===== src/sv/dotd_pkg.sv =====
// Package with shared command codes and status types for the dual one-shot timer block.
`default_nettype none

package dotd_pkg;

	// Timer command codes; any other code means no command.
	localparam logic [1:0] CMD_NONE  = 2'd0;
	localparam logic [1:0] CMD_START = 2'd1;
	localparam logic [1:0] CMD_STOP  = 2'd2;

	localparam int unsigned DUR_W = 16;
	localparam int unsigned DEB_W = 8;

	// Reset value of the debounce limit register.
	localparam logic [DEB_W-1:0] DEB_LIMIT_RST = 8'd20;

	// Status of one timer after the current tick.
	typedef struct packed {
		logic expired;
		logic busy;
	} tmr_status_t;

	// Timer request fields as held in the input stage.
	typedef struct packed {
		logic [1:0]       cmd;
		logic [DUR_W-1:0] dur;
	} tmr_req_t;

endpackage

`default_nettype wire


===== src/sv/dotd_timer.sv =====
// One-shot tick timer: applies a start or stop command, then runs one tick.
`default_nettype none

module dotd_timer
	import dotd_pkg::*;
(
	input  wire logic     clk,
	input  wire logic     arst_n,
	input  wire logic     advance,
	input  wire tmr_req_t req,
	output tmr_status_t   status
);

	logic [DUR_W-1:0] count_q;
	logic [DUR_W-1:0] limit_q;
	logic             running_q;

	logic [DUR_W-1:0] count_d;
	logic [DUR_W-1:0] limit_d;
	logic             running_d;
	logic [DUR_W-1:0] limit_c;
	logic             running_c;
	logic             expired_d;

	always_comb begin
		limit_c   = limit_q;
		running_c = running_q;
		case (req.cmd)
			CMD_START: begin
				limit_c   = req.dur;
				running_c = 1'b1;
			end
			CMD_STOP: begin
				limit_c   = '0;
				running_c = 1'b0;
			end
			default: begin
			end
		endcase

		count_d   = count_q;
		limit_d   = limit_c;
		running_d = running_c;
		expired_d = 1'b0;
		if (running_c) begin
			if (count_q >= limit_c) begin
				count_d   = '0;
				limit_d   = '0;
				running_d = 1'b0;
				expired_d = 1'b1;
			end else begin
				count_d = count_q + DUR_W'(1);
			end
		end
	end

	always_ff @(posedge clk or negedge arst_n) begin
		if (!arst_n) begin
			count_q   <= '0;
			limit_q   <= '0;
			running_q <= 1'b0;
		end else if (advance) begin
			count_q   <= count_d;
			limit_q   <= limit_d;
			running_q <= running_d;
		end
	end

	assign status.expired = expired_d;
	assign status.busy    = running_d;

endmodule

`default_nettype wire


===== src/sv/dotd_debounce.sv =====
// Debounce counter for one active-low input pin.
`default_nettype none

module dotd_debounce
	import dotd_pkg::*;
(
	input  wire logic             clk,
	input  wire logic             arst_n,
	input  wire logic             advance,
	input  wire logic             level,
	input  wire logic [DEB_W-1:0] limit,
	output logic                  active
);

	logic [DEB_W-1:0] count_q;
	logic             flag_q;
	logic [DEB_W-1:0] count_d;
	logic             flag_d;

	always_comb begin
		count_d = '0;
		flag_d  = 1'b0;
		if (!level) begin
			// A low level counts up to the limit, then marks the pin active and wraps.
			if (count_q >= limit) begin
				flag_d = 1'b1;
			end else begin
				count_d = count_q + DEB_W'(1);
				flag_d  = flag_q;
			end
		end
	end

	always_ff @(posedge clk or negedge arst_n) begin
		if (!arst_n) begin
			count_q <= '0;
			flag_q  <= 1'b0;
		end else if (advance) begin
			count_q <= count_d;
			flag_q  <= flag_d;
		end
	end

	assign active = flag_d;

endmodule

`default_nettype wire


===== src/sv/dual_oneshot_timer_debounce.sv =====
// Top level of the dual one-shot millisecond timer with two debounced input pins.
//
// Every request on the slave stream is one millisecond tick. It carries start or
// stop commands and durations for the "on" and "off" one-shot timers and the raw
// levels of the backward and forward pins, which are active low. Commands apply
// first, then the tick runs. Each tick yields exactly one result request on the
// master stream: the expired pulses, the busy flags and the qualified pin states.
//
// The configuration channel writes the debounce limit (ticks of steady low level
// before a pin reads active). It is always ready and must be written only while
// no tick is in flight.
//
// A tick passes one input stage and one result register, with the timer and
// debounce update between them. A new tick is accepted in every cycle while the
// receiver keeps taking results, so throughput is then one request per cycle.
// When the receiver stalls, the result register holds its request and the input
// stage still takes one more tick; s_tready drops only when both are full.
// Asynchronous reset empties both stages, clears all timer and debounce state
// and loads the debounce limit with 20.
`default_nettype none

module dual_oneshot_timer_debounce
	import dotd_pkg::*;
(
	input  wire logic        clk,
	input  wire logic        arst_n,
	// Tick input stream.
	input  wire logic        s_tvalid,
	output logic             s_tready,
	// [1:0] on_command, [17:2] on_duration, [19:18] off_command,
	// [35:20] off_duration, [36] backward_pin, [37] forward_pin, [39:38] zero
	input  wire logic [39:0] s_tdata,
	// Result output stream.
	output logic             m_tvalid,
	input  wire logic        m_tready,
	// [0] on_expired, [1] off_expired, [2] on_busy, [3] off_busy,
	// [4] backward_active, [5] forward_active, [7:6] zero
	output logic [7:0]       m_tdata,
	// Debounce limit write channel.
	input  wire logic        cfg_valid,
	output logic             cfg_ready,
	input  wire logic [7:0]  cfg_data
);

	logic             valid_s1;
	tmr_req_t         on_req_s1;
	tmr_req_t         off_req_s1;
	logic             bwd_pin_s1;
	logic             fwd_pin_s1;

	logic             valid_s2;
	logic [5:0]       result_s2;

	logic [DEB_W-1:0] deb_limit_q;

	logic             advance;
	tmr_status_t      on_status;
	tmr_status_t      off_status;
	logic             bwd_active;
	logic             fwd_active;

	// The input stage moves into the result register when that register is
	// empty or its request is being taken this cycle.
	assign advance  = valid_s1 && (!valid_s2 || m_tready);
	assign s_tready = !valid_s1 || advance;

	assign cfg_ready = 1'b1;

	always_ff @(posedge clk or negedge arst_n) begin
		if (!arst_n) begin
			deb_limit_q <= DEB_LIMIT_RST;
		end else if (cfg_valid) begin
			deb_limit_q <= cfg_data;
		end
	end

	// Input stage.
	always_ff @(posedge clk or negedge arst_n) begin
		if (!arst_n) begin
			valid_s1 <= 1'b0;
		end else if (s_tready) begin
			valid_s1 <= s_tvalid;
		end
	end

	always_ff @(posedge clk) begin
		if (s_tready && s_tvalid) begin
			on_req_s1.cmd  <= s_tdata[1:0];
			on_req_s1.dur  <= s_tdata[17:2];
			off_req_s1.cmd <= s_tdata[19:18];
			off_req_s1.dur <= s_tdata[35:20];
			bwd_pin_s1     <= s_tdata[36];
			fwd_pin_s1     <= s_tdata[37];
		end
	end

	dotd_timer u_on_timer (
		.clk     (clk),
		.arst_n  (arst_n),
		.advance (advance),
		.req     (on_req_s1),
		.status  (on_status)
	);

	dotd_timer u_off_timer (
		.clk     (clk),
		.arst_n  (arst_n),
		.advance (advance),
		.req     (off_req_s1),
		.status  (off_status)
	);

	dotd_debounce u_bwd_debounce (
		.clk     (clk),
		.arst_n  (arst_n),
		.advance (advance),
		.level   (bwd_pin_s1),
		.limit   (deb_limit_q),
		.active  (bwd_active)
	);

	dotd_debounce u_fwd_debounce (
		.clk     (clk),
		.arst_n  (arst_n),
		.advance (advance),
		.level   (fwd_pin_s1),
		.limit   (deb_limit_q),
		.active  (fwd_active)
	);

	// Result register.
	always_ff @(posedge clk or negedge arst_n) begin
		if (!arst_n) begin
			valid_s2 <= 1'b0;
		end else if (!valid_s2 || m_tready) begin
			valid_s2 <= valid_s1;
		end
	end

	always_ff @(posedge clk) begin
		if (advance) begin
			result_s2 <= {fwd_active, bwd_active, off_status.busy, on_status.busy,
				off_status.expired, on_status.expired};
		end
	end

	assign m_tvalid = valid_s2;
	assign m_tdata  = {2'b00, result_s2};

endmodule

`default_nettype wire


===== config.mk =====
export PLATFORM = sky130hd
export DESIGN_NAME = dual_oneshot_timer_debounce
export DESIGN_NICKNAME = d
export VERILOG_FILES = /design/src/sv/dotd_pkg.sv /design/src/sv/dotd_timer.sv /design/src/sv/dotd_debounce.sv /design/src/sv/dual_oneshot_timer_debounce.sv
export SDC_FILE = /design/constraint.sdc
export NUM_CORES = 1
export LEC_CHECK = 0
export BUFFER_PORTS_ARGS = -buffer_cell sky130_fd_sc_hd__buf_2
export CAP_MARGIN = 15
export CORE_MARGIN = 4
export CORE_UTILIZATION = 60
export CTS_CLUSTER_DIAMETER = 40
export CTS_CLUSTER_SIZE = 25
export DETAILED_ROUTE_END_ITERATION = 6
export HOLD_SLACK_MARGIN = 0.05
export PLACE_DENSITY = 0.8
export REMOVE_ABC_BUFFERS = 1
export SLEW_MARGIN = 40
export SYNTH_ARGS = -nofsm -noshare
export SYNTH_HDL_FRONTEND = slang
export SYNTH_SLANG_ARGS = --single-unit

===== constraint.sdc =====
create_clock -name clk -period 3.84 [get_ports clk]
set_input_delay 0.192 -clock clk [delete_from_list [all_inputs] [get_ports clk]]
set_output_delay 0.192 -clock clk [all_outputs]
set_load 0.05 [all_outputs]

==> reports/summary.md, run 1 <==
The run finished with clean final reports. After clock tree synthesis, the clock-pin slew on the worst setup and hold paths is 0.06 ns. The startpoint of the worst register-to-register path was on_req_s1[16]. Of all nets on the critical path, the largest fanout is 17. The synthesized design contains 44 enable-type register cells. The detail route stage leaves a number of antenna-violating nets equal to 0. The run gives 0.28 ns as the internal reg-to-reg setup slack.

The startpoint identified for the worst hold timing path is m_tready. Counting I/O delays and the setup requirement, the final critical path takes 3.56 ns. For this configuration, the core starts out at a cell density of 62.0%. The clock arrives with 0.00677 ns of skew. 0 antenna diodes ended up in the layout. The flop and latch count out of synthesis is 138. The chip width is 117 µm, and the post-detailed-route DRC marker count is 0. The HPWL after detailed placement is 10.4 mm. For this run, the detailed router's first-pass iteration total came to 5.

The worst path uses 92.7% of the clock period. Along the worst hold path, the cell count comes to 3. For this run the aggregate overflow at the end of global routing stands at 0. The largest single stage delay on the critical path is 0.45 ns.

For the post-synthesis cell count, the log shows 686. Counting every sink on the clock net gives 138. The number of failing hold endpoints at the final stage was 0. Setup violations remaining at the end of the flow were counted as 0. The worst setup path is of the reg -> reg kind. During synthesis, Yosys emitted a total of 0 warnings. For the worst setup path, the data required time is 4.11 ns. From synthesis to final layout, the design area changed by 21.5%. The final wirelength came out at 16.1 mm. A synthesized cell averages 10.4 µm². For the largest net degree at the start of global routing, the log shows 58. The worst hold endpoint was m_tvalid.

The detailed router placed 5,668 vias in this run. After synthesis, the share of flip-flops with an asynchronous set or reset is 68.1%. The endpoint of the most critical register-to-register path was u_on_timer.limit_q[14]. The number of antenna violations at the first check in global routing came out at 0. The first global-routing pass estimated 26.8 mm of wire. The layout cell share with drive strength beyond 1 was 14.3%. For this design the top-level I/O count stands at 64. On the critical path, the stage with the largest delay is an instance of sky130_fd_sc_hd__ha_1. The total CTS buffers was 17. Among all flip-flop cells after synthesis, the most frequent one is sky130_fd_sc_hd__dfrtp_1. The clock insertion delay at the later pin of the skew report is 0.42 ns, and the sequential share of the synthesized area is 51.5%.

After the flow finishes, the layout carries non-filler instances totaling 948. Summed over all failing endpoints, the final setup total negative slack is 0 ns. The depth of the worst register-to-register path is 11, and the deepest clock path buffer count is 2.

The worst hold path belongs to the class in -> reg. The cell area after synthesis is 7140 µm². For the relative slew slack, the log shows 47.3%. Clock tree root driver cell: sky130_fd_sc_hd__clkbuf_16.

Counting the fill cells in the layout gives 736. The tools report the endpoint class of the critical path as a register. Final estimated routing congestion in global placement: 0.833. The mean routed wirelength per cell is 17.0 µm.

In the global route stage, overall resource usage came out at 25.2%. For the count of routing violations after the opening detailed-route iteration, the log shows 465. STA classifies the critical path startpoint as a register. The signal on the critical path passes through ha_1 > nor2b_1 > buf_4 > a22oi_1 > ha_1 > nand4_1 > or3_1 > a221o_1 > a31oi_4 > buf_4 > a211oi_1.

TritonCTS built the clock tree. The number of placed instances, taps included, is 867. For the CTS H-tree depth, the log shows 4. Buffers added to address setup during post-CTS repair amount to 0. The final layout contains 899 nets.

The tools report the highest attainable clock frequency as 0.281 GHz. In this run the static leakage power is 3.80 nW. The transition time at the pin with the least slew margin was 0.790 ns; the die extent in y was 117 µm. The synthesized netlist contains 57 unique library cells. Setup repair after global routing left no endpoint under its margin.

The arrival time of data at the critical path endpoint was 3.83 ns. Most common library cell in the layout ignoring fill and taps: sky130_fd_sc_hd__dfrtp_1. In this run the power density over the cells is 515 nW/µm². The count of input and output buffers is 58, and the final max-slew violation count is 0.

The area enclosed by the die boundary is 13,700 µm², and the area of the core is 11,500 µm². The library cells used most frequently in the layout, excluding fill and tap cells, are sky130_fd_sc_hd__dfrtp_1 (92), sky130_fd_sc_hd__nor2_1 (81), sky130_fd_sc_hd__nand2_1 (62). The worst supply voltage drop on vdd was 0.385 mV; the max-capacitance violation count was 0.

Using the TritonRoute via totals, the vias-per-cell ratio works out to 5.98. The site row count was 39. Number of global-route vias before repair: 5,600.
metrics by stage:
stage | total power, mW | util (%) | area [µm²] | setup WS [ns] | hold slack [ns]
floorplan | 2.42 | - | 6980 | 0.338 | -0.104
global placement | 2.62 | 65.5 | 7550 | 0.464 | 0.302
detailed placement | 2.69 | 65.5 | 7550 | 0.340 | 0.307
CTS | 4.49 | 75.2 | 8660 | 0.280 | 0.0602
global route | 4.71 | 75.4 | 8680 | 0.107 | 0.111
finish | 4.48 | 75.4 | 8680 | 0.279 | 0.0842
layout make-up:
class	instances	area (µm²)	area share, %
multi-input combinational	490	3210	37.0
sequential	138	3680	42.3
clock inverter	13	200	2.31
inverter	26	97.6	1.12
tap	143	179	2.06
timing repair buffer	119	883	10.2
clock buffer	19	433	4.99
cell families after synthesis:
group           count (synthesis)  share of synthesized area [%]
fa+ha+maj                      54                           9.46
mux                             7                           1.03
flops                         138                           51.5
other cells                     2                          0.105
simple gates                  247                           16.2
xor+xnor                       18                           2.21
compound gates                161                           15.9
buf+inv                        59                           3.64
per-layer routing:
metal,part of all wire (%),up-vias,GRT usage (%)
li1,-,2732,-
met1,44,2688,33.3
met2,49,215,40.1
met3,6.0,33,6.94
met4,2.0,0,9.56
met5,0,-,0
flip-flops by register name (all words and copies together) (netlist names):
register,flops
bwd_pin_s1,1
deb_limit_q,8
fwd_pin_s1,1
m_tvalid,1
off_req_s1,18
on_req_s1,18
result_s2,6
u_bwd_debounce.count_q,8
u_bwd_debounce.flag_q,1
u_fwd_debounce.count_q,8
u_fwd_debounce.flag_q,1
u_off_timer.count_q,16
u_off_timer.limit_q,16
u_off_timer.running_q,1
u_on_timer.count_q,16
u_on_timer.limit_q,16
u_on_timer.running_q,1
valid_s1,1
what timing repair did:
action                                 in CTS  in global routing
endpoints found under the hold margin     101                  0
hold buffers                               48                  0
gates resized for setup                     0                  0
Yosys cell counts, drive strengths merged, types with 6 or more instances:
cell type / count / area, µm²
a211oi: 33 / 248
a21oi: 31 / 155
a22o: 8 / 70.1
a22oi: 14 / 105
and3: 12 / 75.1
buf: 16 / 98.8
clkbuf: 17 / 63.8
dfrtp: 92 / 2300
edfxtp: 44 / 1320
ha: 54 / 676
inv: 26 / 97.6
nand2: 62 / 233
nand2b: 6 / 37.5
nand3: 23 / 115
nand4: 14 / 87.6
nor2: 81 / 304
nor2b: 8 / 50.1
nor3: 12 / 60.1
nor4: 9 / 62.6
o21ai: 27 / 135
or3: 9 / 56.3
xnor2: 9 / 78.8
xor2: 9 / 78.8
worst max-delay path: cells and delay by family (launching register included):
| family | cells | cell delay [ns] |
|---|---|---|
| and+or+nand+nor | 3 | 0.72 |
| DFF | 1 | 0.37 |
| buffers and inverters | 2 | 0.53 |
| AOI/OAI and AO/OA | 4 | 1.01 |
| adders and majority gates | 2 | 0.77 |
worst max-delay path by stage:
stage,start,cells after the start,to,slack (ns)
after CTS,on_req_s1[16],11,u_on_timer.limit_q[14],0.28
after global placement,on_req_s1[16],11,u_on_timer.limit_q[14],0.46
final,on_req_s1[16],11,u_on_timer.limit_q[14],0.28
after global routing,on_req_s1[16],11,u_on_timer.limit_q[11],0.11
after detailed placement,on_req_s1[16],11,u_on_timer.limit_q[11],0.34
after floorplan,on_req_s1[16],9,u_on_timer.limit_q[10],0.34
power by group:
group	switching [mW]	total (mW)	leakage, nW	internal (mW)
Sequential	0.157	1.88	1.60	1.72
Combinational	0.498	0.847	1.90	0.350
Clock	0.604	1.75	0.300	1.15
Note: power is estimated with default switching activity, not from simulation.
==> run 2, diff against run 1 <==
--- a/config.mk
+++ b/config.mk
@@ -14,7 +14,6 @@
 export DETAILED_ROUTE_END_ITERATION = 6
 export HOLD_SLACK_MARGIN = 0.05
 export PLACE_DENSITY = 0.8
-export REMOVE_ABC_BUFFERS = 1
 export SLEW_MARGIN = 40
 export SYNTH_ARGS = -nofsm -noshare
 export SYNTH_HDL_FRONTEND = slang
==> constraint.sdc (replaced) <==
create_clock -name clk -period 3.84 [get_ports clk]
set_input_delay 0.768 -clock clk [delete_from_list [all_inputs] [get_ports clk]]
set_output_delay 0.768 -clock clk [all_outputs]
set_load 0.05 [all_outputs]
==> run 2 against run 1 <==
  * Non-clock buffer count fell by 50
  * Clock power down 7%
  * Register-to-register slack better by 0.35 ns
  * First-iteration DRC count down 17%
==> reports/summary.md, run 2 (same netlist as run 1, synthesis figures left out) <==
The run finished with clean final reports. The tools report the endpoint of the most critical register-to-register path as u_on_timer.limit_q[11]. For the number of global-route vias before repair, the log shows 5,225. The routed length on met2 came out at 7.55 mm. The detail route stage leaves a number of antenna-violating nets equal to 0.

Setup repair after global routing left no endpoint under its margin. Clock latency on the worst-skew pair, taken at its later pin, is 0.43 ns. Global routing finished with a remaining overflow of 0.

Leaving out fill and tap cells, the most frequent cell in the layout is sky130_fd_sc_hd__dfrtp_1. In the final layout, the registers with the most flip-flops are off_req_s1 (18), on_req_s1 (18). The share of the clock period used by the worst path came out at 83.7%. After detailed routing, the total wire length is 15.4 mm. Setup slack on the worst reg-to-reg path comes out at 0.63 ns. The layout has 811 filler cells. For this block, the via count after detailed routing is 5,492.

The minimum clock period came out at 3.21 ns. For the count of buffers added by post-CTS timing repair for setup, the log shows 0. For this configuration, the core starts out at a cell density of 62.0%. In this run the static leakage power is 3.57 nW. The clock sink count was 138.

The tools report the type of origin of the critical path as a register. The tools report the share of total power in sequential cells as 43.5%. After detailed routing, the average wire length per cell comes to 17.2 µm. The H-tree generated during clock tree synthesis spans 4 levels. Based on the critical path, the design can be clocked at up to 0.311 GHz.

The initialized floorplan defines 39 standard-cell rows. The type of the setup path with the least slack is reg -> reg. The root buffer cell chosen for the clock tree is sky130_fd_sc_hd__clkbuf_16.

Between clock sinks in the finished design, the worst skew comes to 0.00463 ns. The logs give 11,500 µm² for the area of the core and 0 ns for the setup TNS after final layout. For this run, design rule violations remaining after detail routing come to 0. The highest cell delay on the worst timing path came out at 0.42 ns.

The antenna cell count is 0. Clock-pin slew was measured on the worst setup and hold paths at 0.06 ns. After legalization and detailed placement, the total HPWL measured 10.6 mm. For the global-route usage over all layers, the log shows 23.6%. The number of antenna violations at the first check in global routing was 0; the detail-routed via count per cell was 6.12. For this design, the CTS-stage hold fixing added 0 buffers.

The area enclosed by the die boundary is 13,700 µm². Traced cell by cell, the critical path runs through inv_1 > ha_1 > nor2b_1 > buf_4 > a22oi_1 > ha_1 > nand4_1 > or3_1 > a221o_1 > a31oi_4 > buf_4 > a211oi_1. The transition time at the pin with the least slew margin is 0.735 ns. STA classifies the critical path endpoint as a register. Classification of the worst-slack hold path: in -> async.

The critical path runs through a total of 12 cells. Hold is met by 0.394 ns. In this run switching power makes up 30.3% of total power.

IR analysis of the VDD net gives a maximum drop of 0.447 mV. For the core occupancy in the finished layout, the log shows 70.7%. The tools report the total I/O pin count as 64.

Summing all placed instances gives a cell area of 7550 µm². The clock passes through at most 2 buffers. TritonCTS built the clock tree. In the detailed route, the total length drawn on met3 is 811 µm. The slowest cell on the critical path is sky130_fd_sc_hd__a221o_1. The relative slew slack is 51.0%. For the combinational cell fraction of total power, the log shows 18.7%. Of the cells placed in the final design, the portion with a size suffix greater than 1 is 15.2%. Top fanout value on the critical path: 25.

The sum of buffers and inverters on the critical path came out at 3. After detailed placement, the design holds a cell count of 866. For the worst setup path, the data arrival time is 3.50 ns.

The final max-slew violation count was 0; the global-route wire length before repair was 24.9 mm. The highest signal layer in the routed design was met4. The startpoint of the most critical setup path was on_req_s1[17].

Dividing total power by cell area gives a power density of 530 nW/µm². Number of gates resized after CTS: 0. In this run, CTS created clock tree buffers numbering 17. The floorplan step set the die width to 117 µm.

The detailed router finished its first iteration with 388 violations. The run gives 0 as the number of failing hold endpoints at the final stage. The depth of the worst register-to-register path works out to 12. During placement, the flow inserted port buffers numbering 58. The max-capacitance violation count was 0; the internal power of the cells was 3.00 mW. The die is 117 µm tall.

Setup violations remaining at the end of the flow were counted as 0. The run gives 8150 µm² as the cell area after layout. Startpoint of the worst register-to-register path: on_req_s1[17].

The logs give 37.8% for the clock share of power and 4.13 ns for the data required time at the worst endpoint. The number of detailed-routing iterations run before antenna repair was 5. The final estimated routing congestion in global placement was 0.891.

Entering global routing, the biggest net connects 63 pins. The run gives 1.31 mW as the net switching power of the design. In the layout the commonest cells are sky130_fd_sc_hd__dfrtp_1 (92), sky130_fd_sc_hd__nor2_1 (81), sky130_fd_sc_hd__nand2_1 (62).

Compared with the post-synthesis result, the final layout area differs by 14.0%. Dominant delay contributor by cell family on the critical path: compound AO/OA/AOI/OAI gates. The finished layout holds 898 standard cells, fillers aside.

For this block, wires on met1 add up to 6.84 mm. Following the worst setup path forward leads to its endpoint at u_on_timer.limit_q[11]. The final layout contains 849 nets.
==> run 2: cell types whose count changed in the layout (fill, tap and decap cells not counted), moves of 2 or more <==
cell / previous run / this run
sky130_fd_sc_hd__bufinv_16: 5 / 2
sky130_fd_sc_hd__inv_8: 0 / 2
sky130_fd_sc_hd__buf_4: 13 / 11
sky130_fd_sc_hd__clkbuf_1: 2 / 0
sky130_fd_sc_hd__clkinv_2: 3 / 1
sky130_fd_sc_hd__inv_6: 0 / 4
sky130_fd_sc_hd__dlygate4sd3_1: 48 / 0
==> run 2: area by class of cell <==
class | instances | area [µm²] | share of cell area, %
clock buffers | 17 | 425 | 5.22
clock inverters | 15 | 166 | 2.04
inverters | 26 | 97.6 | 1.20
multi-input cells | 490 | 3210 | 39.4
flip-flops and latches | 138 | 3680 | 45.1
well taps | 143 | 179 | 2.20
repair buffers | 69 | 388 | 4.76
==> run 2: power groups by stage <==
| stage | Sequential (mW) | Combinational, mW | Clock, mW |
|---|---|---|---|
| CTS | 1.87 | 0.805 | 1.66 |
| detailed placement | 1.89 | 0.798 | 0 |
| floorplan | 1.87 | 0.567 | 0 |
| finish | 1.88 | 0.805 | 1.63 |
| global placement | 1.88 | 0.736 | 0 |
| global route | 1.90 | 0.907 | 1.73 |
==> run 2: worst min-delay path by stage <==
stage	start	endpoint	slack, ns	cells past startpoint
after floorplan	u_on_timer.running_q	u_on_timer.running_q	0.45	2
after CTS	arst_n	deb_limit_q[1]	0.43	1
after detailed placement	u_on_timer.running_q	u_on_timer.running_q	0.51	2
after global placement	u_on_timer.running_q	u_on_timer.running_q	0.47	2
final	arst_n	deb_limit_q[1]	0.39	1
after global routing	arst_n	u_fwd_debounce.count_q[4]	0.46	1
==> run 2: through the flow <==
stage	worst slack (ns)	power [mW]
6_report	0.626	4.31
5_1_grt	0.400	4.53
4_1_cts	0.638	4.33
3_5_place_dp	0.669	2.69
3_3_place_gp	0.752	2.62
2_1_floorplan	0.545	2.44
==> run 2: per-layer routing <==
layer  track usage [%]  up-vias
met5                 0        -
met4              8.18        0
met3              5.91       30
met2              38.5      162
met1              30.9     2661
li1                  -     2639
